File: src/hw/rtl/cfd_pkg.sv
package cfd_pkg;

  // Widths of the configuration port.
  localparam int unsigned CfgIdxW  = 2;
  localparam int unsigned CfgDataW = 10;

  // Register indexes of the configuration port.
  typedef enum logic [CfgIdxW-1:0] {
    RegGapTimeout = 2'd0,
    RegMinLen     = 2'd1,
    RegMaxLen     = 2'd2
  } cfd_reg_e;

  // Meaning of the op field of an input transfer.
  typedef enum logic {
    OpByte = 1'b0,
    OpTick = 1'b1
  } cfd_op_e;

  // Register reset values.
  localparam logic [9:0] GapTimeoutRst = 10'd50;
  localparam logic [5:0] MinLenRst     = 6'd6;
  localparam logic [5:0] MaxLenRst     = 6'd32;

  // The idle counter saturates here.
  localparam logic [9:0] IdleMax = 10'h3FF;

  // CRC-16/XMODEM polynomial.
  localparam logic [15:0] CrcPoly = 16'h1021;

  // Acknowledge byte codes.
  localparam logic [7:0] AckHiMask    = 8'hF0;
  localparam logic [7:0] AckLowCode   = 8'h0A;
  localparam logic [7:0] AckAltByte   = 8'h1A;
  localparam logic [7:0] AckAltHeader = 8'h0F;

  // One cell of the byte chain: the byte, the CRC from this byte to the
  // newest one, and whether the frame starting here had a zero CRC.
  typedef struct packed {
    logic [7:0]  data;
    logic [15:0] crc;
    logic        ok;
  } cfd_entry_t;

  // Chain control shared by all cells.
  typedef struct packed {
    logic       ins;
    logic       rot;
    logic [7:0] rx_byte;
  } cfd_shift_t;

  // Scan status back to the control.
  typedef struct packed {
    logic       done;
    logic       ack_set;
    logic [7:0] ack_hdr;
  } cfd_scan_sts_t;

  // One byte of CRC-16/XMODEM, MSB first, no reflection.
  function automatic logic [15:0] crc16_step(input logic [15:0] crc, input logic [7:0] b);
    logic [15:0] c;
    int unsigned i;
    c = crc ^ {b, 8'h00};
    for (i = 0; i < 8; i++) begin
      if (c[15]) begin
        c = {c[14:0], 1'b0} ^ CrcPoly;
      end else begin
        c = {c[14:0], 1'b0};
      end
    end
    return c;
  endfunction

  // True when b acknowledges a frame whose second byte is hdr.
  function automatic logic is_ack(input logic [7:0] hdr, input logic [7:0] b);
    return (b == ((hdr & AckHiMask) | AckLowCode)) ||
           ((b == AckAltByte) && (hdr == AckAltHeader));
  endfunction

endpackage

File: src/hw/rtl/cfd_if.sv
// Input channel: received bytes and millisecond ticks.
interface cfd_in_if;
  logic       valid;
  logic       ready;
  logic       op;
  logic [7:0] rx_byte;

  modport source (output valid, op, rx_byte, input ready);
  modport sink (input valid, op, rx_byte, output ready);
endinterface

// Output channel: bytes of validated frames.
interface cfd_out_if;
  logic       valid;
  logic       ready;
  logic [7:0] frame_byte;
  logic       frame_last;
  logic [5:0] frame_length;

  modport source (output valid, frame_byte, frame_last, frame_length, input ready);
  modport sink (input valid, frame_byte, frame_last, frame_length, output ready);
endinterface

File: src/hw/rtl/cfd_cell.sv
module cfd_cell #(
  parameter int unsigned IDX = 0
) (
  input  logic                clk_i,
  input  logic                rst_ni,
  input  cfd_pkg::cfd_shift_t ctl_i,
  input  cfd_pkg::cfd_entry_t prev_i,
  output cfd_pkg::cfd_entry_t entry_o
);

  // A byte in this cell is IDX bytes older than the newest one, so a frame
  // starting here is complete when its length is IDX + 1.
  localparam logic [8:0] LenHere = 9'(IDX + 1);

  logic [7:0]  data_q;
  logic [15:0] crc_q;
  logic        ok_q, ok_d;
  logic [15:0] crc_upd;
  logic        len_match;

  assign crc_upd   = cfd_pkg::crc16_step(prev_i.crc, ctl_i.rx_byte);
  assign len_match = ((9'(prev_i.data) + 9'd4) == LenHere);

  // The CRC result is latched once, when the candidate frame just fits.
  always_comb begin
    ok_d = ok_q;
    if (ctl_i.ins) begin
      ok_d = len_match ? (crc_upd == 16'h0000) : prev_i.ok;
    end else if (ctl_i.rot) begin
      ok_d = prev_i.ok;
    end
  end

  always_ff @(posedge clk_i or negedge rst_ni) begin
    if (!rst_ni) begin
      ok_q <= 1'b0;
    end else begin
      ok_q <= ok_d;
    end
  end

  // Byte and running CRC move along the chain; a new byte extends every CRC.
  always_ff @(posedge clk_i) begin
    if (ctl_i.ins) begin
      data_q <= prev_i.data;
      crc_q  <= crc_upd;
    end else if (ctl_i.rot) begin
      data_q <= prev_i.data;
      crc_q  <= prev_i.crc;
    end
  end

  assign entry_o = '{data: data_q, crc: crc_q, ok: ok_q};

endmodule

File: src/hw/rtl/cfd_scan.sv
module cfd_scan #(
  parameter int unsigned MAX_FRAME = 32
) (
  input  logic                   clk_i,
  input  logic                   rst_ni,
  input  logic                   start_i,
  input  cfd_pkg::cfd_entry_t    tap_i,
  input  logic [$clog2(MAX_FRAME+2)-1:0] fill_i,
  input  logic [5:0]             min_len_i,
  input  logic [5:0]             max_len_i,
  output logic                   rot_o,
  output cfd_pkg::cfd_scan_sts_t sts_o,
  output logic [$clog2(MAX_FRAME+2)-1:0] drop_o,
  cfd_out_if.source              frame_o
);

  localparam int unsigned Depth = MAX_FRAME + 1;
  localparam int unsigned IdxW  = $clog2(Depth);
  localparam int unsigned FillW = $clog2(Depth + 1);
  localparam int unsigned CntW  = $clog2(MAX_FRAME + 1);
  localparam logic [IdxW-1:0] KLast = IdxW'(Depth - 1);

  typedef enum logic [1:0] {
    ModeSeek,
    ModeEmit,
    ModeSkip
  } mode_e;

  mode_e            mode_q, mode_d;
  logic             active_q, active_d;
  logic [IdxW-1:0]  k_q, k_d;
  logic             ackchk_q, ackchk_d;
  logic [7:0]       hdr_q, hdr_d;
  logic [CntW-1:0]  len_q, len_d;
  logic [CntW-1:0]  cnt_q, cnt_d;
  logic [CntW-1:0]  n_q, n_d;
  logic [FillW-1:0] last_q, last_d;
  logic             done_q, done_d;
  logic             ack_set_q, ack_set_d;
  logic             ov_q, ov_d;
  logic [7:0]       ob_q, ob_d;
  logic             olast_q, olast_d;
  logic [5:0]       olen_q, olen_d;

  logic [FillW:0]   pos_sum;
  logic             present;
  logic [FillW-1:0] pos, pos_next;
  logic [8:0]       tap_len, len_lim;
  logic             cand, cap_hit, ack_skip, frame_end, slot_free;
  logic             emit, e_last, adv;
  logic [5:0]       e_len;

  // The tap sees buffer position k + fill - Depth after k rotations.
  assign pos_sum  = (FillW+1)'(k_q) + (FillW+1)'(fill_i);
  assign present  = active_q && (pos_sum >= (FillW+1)'(Depth));
  assign pos      = FillW'(pos_sum - (FillW+1)'(Depth));
  assign pos_next = pos + FillW'(1);

  // Candidate test at the tap: length within limits and a latched zero CRC.
  assign tap_len   = 9'(tap_i.data) + 9'd4;
  assign len_lim   = (9'(max_len_i) < 9'(MAX_FRAME)) ? 9'(max_len_i) : 9'(MAX_FRAME);
  assign cand      = tap_i.ok && (tap_len >= 9'(min_len_i)) && (tap_len <= len_lim);
  assign cap_hit   = (10'(n_q) + 10'(tap_len)) > 10'(MAX_FRAME);
  assign ack_skip  = ackchk_q && cfd_pkg::is_ack(hdr_q, tap_i.data);
  assign frame_end = ((cnt_q + CntW'(1)) == len_q);
  assign slot_free = !ov_q || frame_o.ready;

  always_comb begin
    emit      = 1'b0;
    e_last    = 1'b0;
    e_len     = 6'(tap_len);
    mode_d    = mode_q;
    active_d  = active_q;
    k_d       = k_q;
    ackchk_d  = ackchk_q;
    hdr_d     = hdr_q;
    len_d     = len_q;
    cnt_d     = cnt_q;
    n_d       = n_q;
    last_d    = last_q;
    ack_set_d = ack_set_q;
    ov_d      = ov_q;
    ob_d      = ob_q;
    olast_d   = olast_q;
    olen_d    = olen_q;

    // Decide what the tap position contributes this cycle.
    if (present) begin
      case (mode_q)
        ModeEmit: begin
          emit   = 1'b1;
          e_last = frame_end;
          e_len  = 6'(len_q);
        end
        ModeSeek: begin
          if (!ack_skip && cand && !cap_hit) begin
            emit = 1'b1;
          end
        end
        default: begin
          emit = 1'b0;
        end
      endcase
    end

    // The rotation waits while a frame byte cannot be handed over.
    adv = active_q && !(emit && !slot_free);

    if (start_i) begin
      active_d  = 1'b1;
      k_d       = '0;
      mode_d    = ModeSeek;
      ackchk_d  = 1'b0;
      n_d       = '0;
      last_d    = '0;
      ack_set_d = 1'b0;
    end else if (adv) begin
      k_d = k_q + IdxW'(1);
      if (k_q == KLast) begin
        active_d = 1'b0;
      end
      if (present) begin
        case (mode_q)
          ModeEmit: begin
            cnt_d = cnt_q + CntW'(1);
            if (cnt_q == CntW'(1)) begin
              hdr_d = tap_i.data;
            end
            if (frame_end) begin
              mode_d   = ModeSeek;
              ackchk_d = 1'b1;
              last_d   = pos_next;
              if (pos_next == fill_i) begin
                ack_set_d = 1'b1;
              end
            end
          end
          ModeSeek: begin
            ackchk_d = 1'b0;
            if (ack_skip) begin
              last_d = pos_next;
            end else if (cand) begin
              if (cap_hit) begin
                mode_d = ModeSkip;
              end else begin
                mode_d = ModeEmit;
                cnt_d  = CntW'(1);
                len_d  = CntW'(tap_len);
                n_d    = n_q + CntW'(tap_len);
              end
            end
          end
          default: begin
            mode_d = mode_q;
          end
        endcase
      end
    end

    done_d = adv && (k_q == KLast);

    // Output register: loads a frame byte or empties on a transfer.
    if (emit && slot_free) begin
      ov_d    = 1'b1;
      ob_d    = tap_i.data;
      olast_d = e_last;
      olen_d  = e_len;
    end else if (frame_o.ready) begin
      ov_d = 1'b0;
    end
  end

  always_ff @(posedge clk_i or negedge rst_ni) begin
    if (!rst_ni) begin
      mode_q    <= ModeSeek;
      active_q  <= 1'b0;
      k_q       <= '0;
      ackchk_q  <= 1'b0;
      n_q       <= '0;
      last_q    <= '0;
      done_q    <= 1'b0;
      ack_set_q <= 1'b0;
      ov_q      <= 1'b0;
    end else begin
      mode_q    <= mode_d;
      active_q  <= active_d;
      k_q       <= k_d;
      ackchk_q  <= ackchk_d;
      n_q       <= n_d;
      last_q    <= last_d;
      done_q    <= done_d;
      ack_set_q <= ack_set_d;
      ov_q      <= ov_d;
    end
  end

  // Frame bookkeeping and output payload.
  always_ff @(posedge clk_i) begin
    hdr_q   <= hdr_d;
    len_q   <= len_d;
    cnt_q   <= cnt_d;
    ob_q    <= ob_d;
    olast_q <= olast_d;
    olen_q  <= olen_d;
  end

  assign rot_o  = adv;
  assign drop_o = last_q;
  assign sts_o  = '{done: done_q, ack_set: ack_set_q, ack_hdr: hdr_q};

  assign frame_o.valid        = ov_q;
  assign frame_o.frame_byte   = ob_q;
  assign frame_o.frame_last   = olast_q;
  assign frame_o.frame_length = olen_q;

endmodule

File: src/hw/rtl/crc_checked_frame_deframer.sv
// Channel   | Dir | Payload                                  | Transfer
// rx_i      | in  | op (byte or ms tick), rx_byte            | valid && ready
// frame_o   | out | frame_byte, frame_last, frame_length     | valid && ready
// cfg_*     | in  | cfg_idx_i selects register, cfg_wdata_i  | cfg_we_i
//
// A tick, like a byte dropped as an acknowledge, leaves the block idle.
// A stored byte is shifted into the cell chain, then the chain rotates once
// through all MAX_FRAME + 1 cells past the scan tap, and then the buffer is
// trimmed.
// A stalled output holds the rotation.
// Reset clears control state and ok flags; bytes and CRCs need no clearing pass.
module crc_checked_frame_deframer #(
  parameter int unsigned MAX_FRAME = 32
) (
  input  logic                          clk_i,
  input  logic                          rst_ni,
  input  logic                          cfg_we_i,
  input  logic [cfd_pkg::CfgIdxW-1:0]   cfg_idx_i,
  input  logic [cfd_pkg::CfgDataW-1:0]  cfg_wdata_i,
  cfd_in_if.sink                        rx_i,
  cfd_out_if.source                     frame_o
);

  localparam int unsigned Depth = MAX_FRAME + 1;
  localparam int unsigned FillW = $clog2(Depth + 1);

  typedef enum logic {
    StIdle,
    StScan
  } state_e;

  state_e           state_q, state_d;
  logic [9:0]       gap_timeout_q, gap_timeout_d;
  logic [5:0]       min_len_q, min_len_d;
  logic [5:0]       max_len_q, max_len_d;
  logic [9:0]       idle_q, idle_d;
  logic [FillW-1:0] fill_q, fill_d;
  logic             ack_pend_q, ack_pend_d;
  logic [7:0]       ack_hdr_q, ack_hdr_d;

  logic             rx_xfer, is_tick, gap, ack_hit, ins, scan_rot;
  logic [FillW-1:0] fill_base, drop;
  cfd_pkg::cfd_scan_sts_t sts;
  cfd_pkg::cfd_shift_t    shift;
  cfd_pkg::cfd_entry_t    cell_out  [Depth];
  cfd_pkg::cfd_entry_t    cell_prev [Depth];

  assign rx_i.ready = (state_q == StIdle);
  assign rx_xfer    = rx_i.valid && rx_i.ready;
  assign is_tick    = (rx_i.op == cfd_pkg::OpTick);

  // A long idle gap empties the buffer and cancels a pending acknowledge.
  assign gap       = (idle_q > gap_timeout_q);
  assign fill_base = gap ? '0 : fill_q;
  assign ack_hit   = !gap && ack_pend_q && cfd_pkg::is_ack(ack_hdr_q, rx_i.rx_byte);
  assign ins       = rx_xfer && !is_tick && !ack_hit;

  assign shift = '{ins: ins, rot: scan_rot, rx_byte: rx_i.rx_byte};

  // Cell 0 takes the new byte on insert and the far end of the chain on rotation.
  always_comb begin
    if (ins) begin
      cell_prev[0] = '{data: rx_i.rx_byte, crc: 16'h0000, ok: 1'b0};
    end else begin
      cell_prev[0] = cell_out[Depth-1];
    end
    for (int j = 1; j < Depth; j++) begin
      cell_prev[j] = cell_out[j-1];
    end
  end

  for (genvar g = 0; g < Depth; g++) begin : g_cell
    cfd_cell #(
      .IDX (g)
    ) u_cell (
      .clk_i   (clk_i),
      .rst_ni  (rst_ni),
      .ctl_i   (shift),
      .prev_i  (cell_prev[g]),
      .entry_o (cell_out[g])
    );
  end

  cfd_scan #(
    .MAX_FRAME (MAX_FRAME)
  ) u_scan (
    .clk_i     (clk_i),
    .rst_ni    (rst_ni),
    .start_i   (ins),
    .tap_i     (cell_out[Depth-1]),
    .fill_i    (fill_q),
    .min_len_i (min_len_q),
    .max_len_i (max_len_q),
    .rot_o     (scan_rot),
    .sts_o     (sts),
    .drop_o    (drop),
    .frame_o   (frame_o)
  );

  // Control: configuration, idle timer, buffer fill and acknowledge tracking.
  always_comb begin
    state_d       = state_q;
    gap_timeout_d = gap_timeout_q;
    min_len_d     = min_len_q;
    max_len_d     = max_len_q;
    idle_d        = idle_q;
    fill_d        = fill_q;
    ack_pend_d    = ack_pend_q;
    ack_hdr_d     = ack_hdr_q;

    if (cfg_we_i) begin
      case (cfg_idx_i)
        cfd_pkg::RegGapTimeout: gap_timeout_d = cfg_wdata_i[9:0];
        cfd_pkg::RegMinLen:     min_len_d     = cfg_wdata_i[5:0];
        cfd_pkg::RegMaxLen:     max_len_d     = cfg_wdata_i[5:0];
        default:                gap_timeout_d = gap_timeout_q;
      endcase
    end

    case (state_q)
      StIdle: begin
        if (rx_xfer) begin
          if (is_tick) begin
            if (idle_q != cfd_pkg::IdleMax) begin
              idle_d = idle_q + 10'd1;
            end
          end else begin
            idle_d     = '0;
            ack_pend_d = 1'b0;
            if (ack_hit) begin
              fill_d = fill_base;
            end else begin
              fill_d  = fill_base + FillW'(1);
              state_d = StScan;
            end
          end
        end
      end
      StScan: begin
        if (sts.done) begin
          state_d = StIdle;
          if (drop != '0) begin
            fill_d = fill_q - drop;
          end else if (fill_q > FillW'(MAX_FRAME)) begin
            fill_d = FillW'(MAX_FRAME);
          end
          if (sts.ack_set) begin
            ack_pend_d = 1'b1;
            ack_hdr_d  = sts.ack_hdr;
          end
        end
      end
      default: begin
        state_d = StIdle;
      end
    endcase
  end

  always_ff @(posedge clk_i or negedge rst_ni) begin
    if (!rst_ni) begin
      state_q       <= StIdle;
      gap_timeout_q <= cfd_pkg::GapTimeoutRst;
      min_len_q     <= cfd_pkg::MinLenRst;
      max_len_q     <= cfd_pkg::MaxLenRst;
      idle_q        <= '0;
      fill_q        <= '0;
      ack_pend_q    <= 1'b0;
      ack_hdr_q     <= '0;
    end else begin
      state_q       <= state_d;
      gap_timeout_q <= gap_timeout_d;
      min_len_q     <= min_len_d;
      max_len_q     <= max_len_d;
      idle_q        <= idle_d;
      fill_q        <= fill_d;
      ack_pend_q    <= ack_pend_d;
      ack_hdr_q     <= ack_hdr_d;
    end
  end

endmodule

File: src/flat_wrapper.sv
// flat-port wrapper written by rule: the top's interface ports become plain ports
module crc_checked_frame_deframer_flat 
#(
  parameter int unsigned MAX_FRAME = 32
)
  (clk_i, rst_ni, cfg_we_i, cfg_idx_i, cfg_wdata_i, rx_i_valid, rx_i_op, rx_i_rx_byte, rx_i_ready, frame_o_valid, frame_o_frame_byte, frame_o_frame_last, frame_o_frame_length, frame_o_ready);
  cfd_in_if rx_i_i ();
  cfd_out_if frame_o_i ();
  input  logic clk_i;
  input  logic rst_ni;
  input  logic cfg_we_i;
  input  logic [cfd_pkg::CfgIdxW-1:0] cfg_idx_i;
  input  logic [cfd_pkg::CfgDataW-1:0] cfg_wdata_i;
  input wire logic [$bits(rx_i_i.valid)-1:0] rx_i_valid;
  input wire logic [$bits(rx_i_i.op)-1:0] rx_i_op;
  input wire logic [$bits(rx_i_i.rx_byte)-1:0] rx_i_rx_byte;
  output wire logic [$bits(rx_i_i.ready)-1:0] rx_i_ready;
  output wire logic [$bits(frame_o_i.valid)-1:0] frame_o_valid;
  output wire logic [$bits(frame_o_i.frame_byte)-1:0] frame_o_frame_byte;
  output wire logic [$bits(frame_o_i.frame_last)-1:0] frame_o_frame_last;
  output wire logic [$bits(frame_o_i.frame_length)-1:0] frame_o_frame_length;
  input wire logic [$bits(frame_o_i.ready)-1:0] frame_o_ready;
  assign rx_i_i.valid = rx_i_valid;
  assign rx_i_i.op = rx_i_op;
  assign rx_i_i.rx_byte = rx_i_rx_byte;
  assign rx_i_ready = rx_i_i.ready;
  assign frame_o_valid = frame_o_i.valid;
  assign frame_o_frame_byte = frame_o_i.frame_byte;
  assign frame_o_frame_last = frame_o_i.frame_last;
  assign frame_o_frame_length = frame_o_i.frame_length;
  assign frame_o_i.ready = frame_o_ready;
  crc_checked_frame_deframer #(.MAX_FRAME(MAX_FRAME)) u_core (.clk_i(clk_i), .rst_ni(rst_ni), .cfg_we_i(cfg_we_i), .cfg_idx_i(cfg_idx_i), .cfg_wdata_i(cfg_wdata_i), .rx_i(rx_i_i), .frame_o(frame_o_i));
endmodule
File: config.mk
export PLATFORM = sky130hd
export DESIGN_NAME = crc_checked_frame_deframer_flat
export DESIGN_NICKNAME = d
export VERILOG_FILES = /design/src/hw/rtl/cfd_pkg.sv /design/src/hw/rtl/cfd_if.sv /design/src/hw/rtl/cfd_cell.sv /design/src/hw/rtl/cfd_scan.sv /design/src/hw/rtl/crc_checked_frame_deframer.sv /design/src/flat_wrapper.sv
export SDC_FILE = /design/constraint.sdc
export NUM_CORES = 2
export LEC_CHECK = 0
export CAP_MARGIN = 5
export CORE_MARGIN = 1
export CORE_UTILIZATION = 45
export CTS_BUF_LIST = sky130_fd_sc_hd__clkbuf_2 sky130_fd_sc_hd__clkbuf_4 sky130_fd_sc_hd__clkbuf_8
export DETAILED_ROUTE_END_ITERATION = 10
export DONT_BUFFER_PORTS = 1
export PLACE_DENSITY = 0.58
export SYNTH_ARGS = -nofsm -noshare
export SYNTH_HDL_FRONTEND = slang
export SYNTH_HIERARCHICAL = 1
export SYNTH_SLANG_ARGS = --single-unit
File: constraint.sdc
create_clock -name clk_i -period 9.9 [get_ports clk_i]
set_input_delay 0.495 -clock clk_i [delete_from_list [all_inputs] [get_ports clk_i]]
set_output_delay 0.495 -clock clk_i [all_outputs]
set_load 0.05 [all_outputs]
Word level (Yosys, flattened, before mapping)
Cells that the tools add are included.
{"block": "word_totals", "word_cells": 1193, "output_inout_bits": 17, "regBits": 933, "inputBits": 26}
{"block": "op_classes", "bitwise_logic": 301, "add_sub_neg": 44, "mux": 565, "order_cmp": 7, "eq_ne": 62, "n_reduce_logical": 92}
{"op": "$mux 13", "n": 264}
{"op": "$mux 16", "n": 66}
{"op": "$not 3->3", "n": 264}
{"op": "$logic_not 16->1", "n": 33}
{"op": "$mux 8", "n": 66}
{"op": "$xor 16x16->16", "n": 33}
{"op": "$add 8x3->9 const B", "n": 34}
{"op": "$mux 6", "n": 27}
{"op": "$eq 9x5->1 const B", "n": 16}
{"op": "$mux 1", "n": 124}
{"op": "$eq 9x4->1 const B", "n": 8}
{"op": "$eq 9x3->1 const B", "n": 4}
{"op": "$pmux 6 s2", "n": 3}
{"op": "$mux 25", "n": 1}
{"op": "$add 6x1->6 const B", "n": 4}
{"op": "$mux 10", "n": 2}
{"op": "$reduce_bool 2->1", "n": 10}
{"op": "$eq 9x2->1 const B", "n": 2}
{"op": "$eq 9x6->1 const B", "n": 2}
{"op": "$logic_and 1x1->1", "n": 17}
{"op": "$eq 8x4->1 const B", "n": 2}
{"op": "$eq 8x5->1 const B", "n": 2}
{"op": "$eq 8x8->1", "n": 2}
{"op": "$reduce_and 5->1", "n": 3}
{"op": "other kinds (38)", "n": 82}

Depth between registers and ports, before layout
{"block": "depth", "ltp_word": 27, "mapped_depth": 15, "depth_no_buf": 15}

Hierarchy
Netlist, hierarchy kept.
{"mod": "cfd_cell (u_core.g_cell[10].u_cell ...)", "area_per_inst_um2": 1305.0, "n_inst": 12, "seq_area_each_um2": 745.7, "cells_each": 94}
{"mod": "cfd_cell (u_core.g_cell[20].u_cell ...)", "area_per_inst_um2": 1307.5, "n_inst": 7, "seq_area_each_um2": 745.7, "cells_each": 94}
{"mod": "cfd_cell (u_core.g_cell[24].u_cell ...)", "area_per_inst_um2": 1308.8, "n_inst": 4, "seq_area_each_um2": 745.7, "cells_each": 94}
{"mod": "cfd_cell (u_core.g_cell[12].u_cell ...)", "area_per_inst_um2": 1306.3, "n_inst": 4, "seq_area_each_um2": 745.7, "cells_each": 94}
{"mod": "cfd_cell (u_core.g_cell[0].u_cell ...)", "area_per_inst_um2": 1331.3, "n_inst": 3, "seq_area_each_um2": 745.7, "cells_each": 82}
{"mod": "cfd_scan", "area_per_inst_um2": 3946.3, "n_inst": 1, "seq_area_each_um2": 1676.6, "cells_each": 370}
{"mod": "cfd_cell (u_core.g_cell[15].u_cell ...)", "area_per_inst_um2": 1302.5, "n_inst": 3, "seq_area_each_um2": 745.7, "cells_each": 94}
{"mod": "crc_checked_frame_deframer", "area_per_inst_um2": 3083.0, "n_inst": 1, "seq_area_each_um2": 1208.7, "cells_each": 310}

Worst setup path after synthesis
No wires, ideal clock.
{"block": "synth_timing", "path_kind": "reg-to-reg", "from": "reg u_core.g_cell[32].u_cell.data_q[2]", "to": "reg u_core.g_cell[0].u_cell.ok_q", "path_stages_with_launch": 13, "t_required_ps": 9775, "path_buffers": 0, "period_less_slack_ps": 4730, "arrival_ps": 4606, "setup_time_ps": 125, "path_slack_ps": 5170, "path_cell_list": "edfxtp_1 > ha_1 > xor2_4 > ha_1 > or3b_2 > o211ai_1 > nand3b_1 > o31ai_1 > a41oi_2 > o21ai_1 > inv_1 > or2_2 > mux2_2"}
{"block": "synth_via", "elab_chain_len": 14, "word_cells_on_any_way": 28, "cone_classes": "add/sub (3); order compare (3); eq/ne (3); mux (6); reduce/logical (13)"}
{"item": "start: declaration", "line_no": "cfd_cell.sv:15", "rtl": "logic [7:0] data_q;"}
{"item": "start signal: assignment", "line_no": "cfd_cell.sv:45", "rtl": "data_q <= prev_i.data;"}
{"item": "start signal: assignment", "line_no": "cfd_cell.sv:48", "rtl": "data_q <= prev_i.data;"}
{"item": "parallel branches: the longest is 6 deep, another holds $add 6x9->10"}
{"item": "$logic_and 1x1->1 (*)", "line_no": "cfd_scan.sv:96", "rtl": "if (!ack_skip && cand && !cap_hit) begin"}
{"item": "$mux 1 (*)", "line_no": "cfd_scan.sv:96"}
{"item": "$pmux 1 s2 (*)", "line_no": "cfd_scan.sv:89", "rtl": "case (mode_q)"}
{"item": "$mux 1 (*)", "line_no": "cfd_scan.sv:88", "rtl": "if (present) begin"}
{"item": "$logic_and 1x1->1 (*)", "line_no": "cfd_scan.sv:107", "rtl": "adv = active_q && !(emit && !slot_free);"}
{"item": "$logic_not 1->1 (*)", "line_no": "cfd_scan.sv:107"}
{"item": "$logic_and 1x1->1 (*)", "line_no": "cfd_scan.sv:107"}
{"item": "via u_core.scan_rot", "line_no": "crc_checked_frame_deframer.sv:41", "rtl": "logic rx_xfer, is_tick, gap, ack_hit, ins, scan_rot;"}
{"item": "$reduce_bool 2->1 (no line) (*)"}
{"item": "end signal: assignment", "line_no": "cfd_cell.sv:38", "rtl": "ok_q <= ok_d;"}
{"item": "end: declaration", "line_no": "cfd_cell.sv:17", "rtl": "logic ok_q, ok_d;"}
Mark *: on every way through the listed nets, which the timed path passes.
A chain may end at the register's enable or synchronous reset.

Worst setup path in the final report
{"block": "layout_timing", "from": "reg u_core.g_cell[32].u_cell.data_q[4]", "to": "reg u_core.g_cell[15].u_cell.crc_q[3] (enable)"}
{"block": "layout_via", "word_cells_on_any_way": 23, "cone_classes": "add/sub (2); order compare (3); eq/ne (2); mux (3); reduce/logical (13)"}
{"item": "$add 8x3->9 (*)", "line_no": "cfd_scan.sv:60", "rtl": "assign tap_len = 9'(tap_i.data) + 9'd4;"}
{"item": "via u_core.u_scan.tap_len[5]", "line_no": "cfd_scan.sv:48", "rtl": "logic [8:0] tap_len, len_lim;"}
{"item": "parallel branches: the longest is 4 deep, another holds $add 6x9->10"}
{"item": "$logic_and 1x1->1 (*)", "line_no": "cfd_scan.sv:96"}
{"item": "$mux 1 (*)", "line_no": "cfd_scan.sv:96"}
{"item": "$pmux 1 s2 (*)", "line_no": "cfd_scan.sv:89"}
{"item": "$mux 1 (*)", "line_no": "cfd_scan.sv:88"}
{"item": "$logic_and 1x1->1 (*)", "line_no": "cfd_scan.sv:107"}
{"item": "$logic_not 1->1 (*)", "line_no": "cfd_scan.sv:107"}
{"item": "$logic_and 1x1->1 (*)", "line_no": "cfd_scan.sv:107"}
{"item": "via u_core.scan_rot", "line_no": "crc_checked_frame_deframer.sv:41"}
{"item": "$reduce_bool 2->1 (no line) (*)"}
{"item": "end signal: assignment", "line_no": "cfd_cell.sv:46", "rtl": "crc_q <= crc_upd;"}
{"item": "end signal: assignment", "line_no": "cfd_cell.sv:49", "rtl": "crc_q <= prev_i.crc;"}
{"item": "end: declaration", "line_no": "cfd_cell.sv:16", "rtl": "logic [15:0] crc_q;"}
Marks and branches as above.

==> flow_summary.json <==
{
  "met3_usage": 0.0384,
  "ys.flop_type": "edfxtp_1",
  "maxCapViolCount": 0,
  "dieArea_um2": 113000,
  "synth.top_cell.area_share": 0.495,
  "layout-drive-gt1-share": 0.235,
  "fmax_mhz": 189,
  "ant_nets": 0,
  "powerDensity_nw_per_um2": 376,
  "setup-tns-final_ns": 0,
  "hold_path_end": "u_core/g_cell[18].u_cell/ok_q$_DFFE_PN0P_",
  "root_buffer": "clkbuf_8",
  "first_pass_iters": 6,
  "num_vias": 28500,
  "placementRows": 122,
  "clock_latency_ns": 0.83,
  "worst_pin_slew_ns": 1.03,
  "io_buffers": 0,
  "wire_per_inst_um": 20.7,
  "hp-start": "rx_i_rx_byte[1]",
  "wirelength_um": 113000,
  "async_flop_share": 0.114,
  "synthesis.nets": 3821,
  "dpl_cell_area_um2": 51400,
  "start_kind": "flip-flop",
  "crit_arrival_ns": 5.78,
  "synthesis.area_um2": 50200,
  "status": "finished clean",
  "cts_htree_levels": 4,
  "timing.rr.start": "u_core/g_cell[32].u_cell/data_q[4]$_DFFE_PP_",
  "ir_drop_uv": 172,
  "grt_pass1_vias": 28400,
  "place.gp.congestion": 0.802,
  "leakagePower_uw": 0.0203,
  "fp.dieH_um": 336,
  "gr-usage-met2": 0.322,
  "seqCellArea_um2": 27500,
  "area_growth_pct": 10.2,
  "grt_max_degree": 173,
  "syn_inst": 3746,
  "overflow": 0,
  "period_share": 0.535,
  "hpwl_um": 70900,
  "io_pins": 43,
  "viasPerCell": 5.23,
  "final-max-slew-violation-count": 0,
  "die_width_um": 336,
  "clock_skew_ns": 0.0351,
  "cts_tree": "built",
  "num-fill-cells": 9563,
  "grt_use_met1": 0.281,
  "whs_ns": 0.0976,
  "grt_pass1_wl_um": 173000,
  "postCtsResizedCells": 0,
  "synth-edff-count": 827,
  "synth_area_leaders": "edfxtp_1, xnor2_2, xnor2_1",
  "rsz0062_at_grt": "false",
  "grt_most_used_layer": "met2",
  "drt-initial-drc-count": 1989,
  "grt.total_usage": 0.202,
  "finalNonFillerCells": 5442,
  "core_area_um2": 111000,
  "ys_warn_count": 6,
  "setup-violations-final": 0,
  "crit_type": "reg -> reg",
  "final.min_clock_period_ns": 5.30,
  "multi_input_area_um2": 21400,
  "r2r_end": "u_core/g_cell[15].u_cell/crc_q[3]$_DFFE_PP_",
  "hold_viol": 0,
  "fin_area_um2": 55300,
  "r2r_cells": 11,
  "dp_cells": 5094,
  "cp-end-kind": "flip-flop",
  "nNetsFinal": 3888,
  "avgSynthCellArea_um2": 13.4,
  "synth-seq-cells": 933,
  "min_path_type": "in -> reg",
  "numCtsBuffers": 163,
  "clock-sinks": 933,
  "power_uw": 20800,
  "synth_top_area_cell": "edfxtp_1",
  "synth_cell_types": 88,
  "holdPathStages": 3,
  "start_util": 0.454,
  "slew_headroom": 0.313,
  "cp_max_fo": 42,
  "clk_path_buf_depth": 3,
  "yosysSeqAreaShare": 0.548,
  "cts.clk_slew.worst_paths_ns": 0.06,
  "rrSetupSlack_ns": 4.60,
  "drc": 0,
  "cp.required_ns": 10.38,
  "antenna_found_initial": 4
}
[per-layer routing]
metal  part of all wire  vias up
li1                   -    13700
met1               0.47    14000
met2               0.47      591
met3              0.045      137
met4              0.017        0
met5                  0        -
[registers in the layout (all words and copies together), names as in the netlist, 2 cells and up]
signal and cells:
u_core/gap_timeout_q 10, u_core/u_scan/k_q 6, u_core/u_scan/n_q 6, u_core/fill_q 6, u_core/u_scan/len_q 6, u_core/g_cell.u_cell/ok_q 33
u_core/u_scan/frame_o.frame_length 6, u_core/idle_q 10, u_core/u_scan/hdr_q 8, u_core/ack_hdr_q 8, u_core/g_cell.u_cell/crc_q 528, u_core/max_len_q 6
u_core/u_scan/cnt_q 6, u_core/u_scan/frame_o.frame_byte 8, u_core/u_scan/drop_o 6, u_core/min_len_q 6, u_core/g_cell.u_cell/data_q 264, u_core/u_scan/mode_q 2
[stage by stage]
step | util | setup WS (ns)
after floorplan | - | 5.17
after global placement | 0.465 | 4.80
after detailed placement | 0.465 | 4.65
after CTS | 0.500 | 4.59
after global routing | 0.500 | 4.24
final | 0.500 | 4.60
[cell type report]
type,instances,area share
diodes,3,0.000136
clock buffers,238,0.0535
clock inverters,65,0.00812
inverters,143,0.00986
multi-input cells,2517,0.387
flip-flops and latches,933,0.497
well taps,1488,0.0337
repair buffers,55,0.0107
[how the worst max path moves through the flow]
stage                                                  from                                           end  slack [ns]  cells past startpoint
2_1_floorplan  u_core/g_cell[32].u_cell/data_q[2]$_DFFE_PP_      u_core/g_cell[0].u_cell/ok_q$_DFFE_PN0P_        5.17                     12
6_report       u_core/g_cell[32].u_cell/data_q[4]$_DFFE_PP_   u_core/g_cell[15].u_cell/crc_q[3]$_DFFE_PP_        4.60                     11
3_3_place_gp            u_core/gap_timeout_q[5]$_DFFE_PN1P_  u_core/g_cell[14].u_cell/crc_q[15]$_DFFE_PP_        4.80                     11
3_5_place_dp   u_core/g_cell[32].u_cell/data_q[4]$_DFFE_PP_  u_core/g_cell[15].u_cell/crc_q[15]$_DFFE_PP_        4.65                     11
5_1_grt        u_core/g_cell[32].u_cell/data_q[4]$_DFFE_PP_   u_core/g_cell[13].u_cell/crc_q[7]$_DFFE_PP_        4.24                     11
4_1_cts        u_core/g_cell[32].u_cell/data_q[4]$_DFFE_PP_   u_core/g_cell[15].u_cell/crc_q[2]$_DFFE_PP_        4.59                     11
[synth_stat cells (38+ instances only)]
cell type,instances
buf_2,38
nand2_1,63
edfxtp_1,827
xnor2_1,436
xor2_1,113
a21oi_1,286
mux2_2,207
ha_1,46
inv_1,143
nor2_1,388
clkbuf_1,46
xnor2_2,252
dfrtp_1,100
mux2i_1,137
nand4_1,91
[layout by cell type (no fill, tap or decap), drive strengths merged, types with 31 or more instances in the layout]
| cell type | Yosys | layout |
|---|---|---|
| edfxtp | 827 | 827 |
| a21oi | 286 | 286 |
| nand4 | 91 | 91 |
| inv | 143 | 152 |
| nand2 | 63 | 63 |
| mux2 | 209 | 209 |
| nor3 | 37 | 37 |
| clkbuf | 46 | 238 |
| o21ai | 38 | 38 |
| nor2 | 389 | 389 |
| and4 | 35 | 35 |
| xor2 | 114 | 114 |
| ha | 46 | 46 |
| mux2i | 137 | 137 |
| or2 | 37 | 37 |
| clkinv | 0 | 47 |
| xnor2 | 688 | 688 |
| a31oi | 31 | 31 |
| or4 | 31 | 31 |
| o31ai | 38 | 38 |
| dfrtp | 100 | 100 |
| dlygate4sd3 | 0 | 40 |
[power by group]
group / switching (uW) / internal, uW / leakage [uW]
combinational: 4300 / 4060 / 0.00876
clock: 1610 / 2010 / 0.00181
sequential: 1720 / 7110 / 0.00976
total: 7630 / 13200 / 0.0203
[cells by family after synthesis]
kind of cell / Yosys count / synth area share
muxes: 346 / 0.0742
adders and majority gates: 49 / 0.0127
and+or+nand+nor: 839 / 0.0907
DFF: 933 / 0.548
buffers and inverters: 296 / 0.0263
AOI/OAI and AO/OA: 452 / 0.0569
xor gates and xnor gates: 831 / 0.192
[critical path: stages, from the launching register on]
cell	delay, ns
edfxtp_1	0.64
nand3_1	0.16
xnor2_1	0.44
ha_1	0.28
or3b_2	0.48
a21boi_0	0.27
o2111a_1	0.30
a41oi_2	0.28
o21ai_1	0.39
clkinv_2	0.50
buf_4	0.50
or2_2	0.63
[repair_timing]
action,CTS,global route
hold buffers,42,0
setup buffers,0,0
endpoints found under the hold margin,162,0
Note: power is estimated with default switching activity, not from simulation.
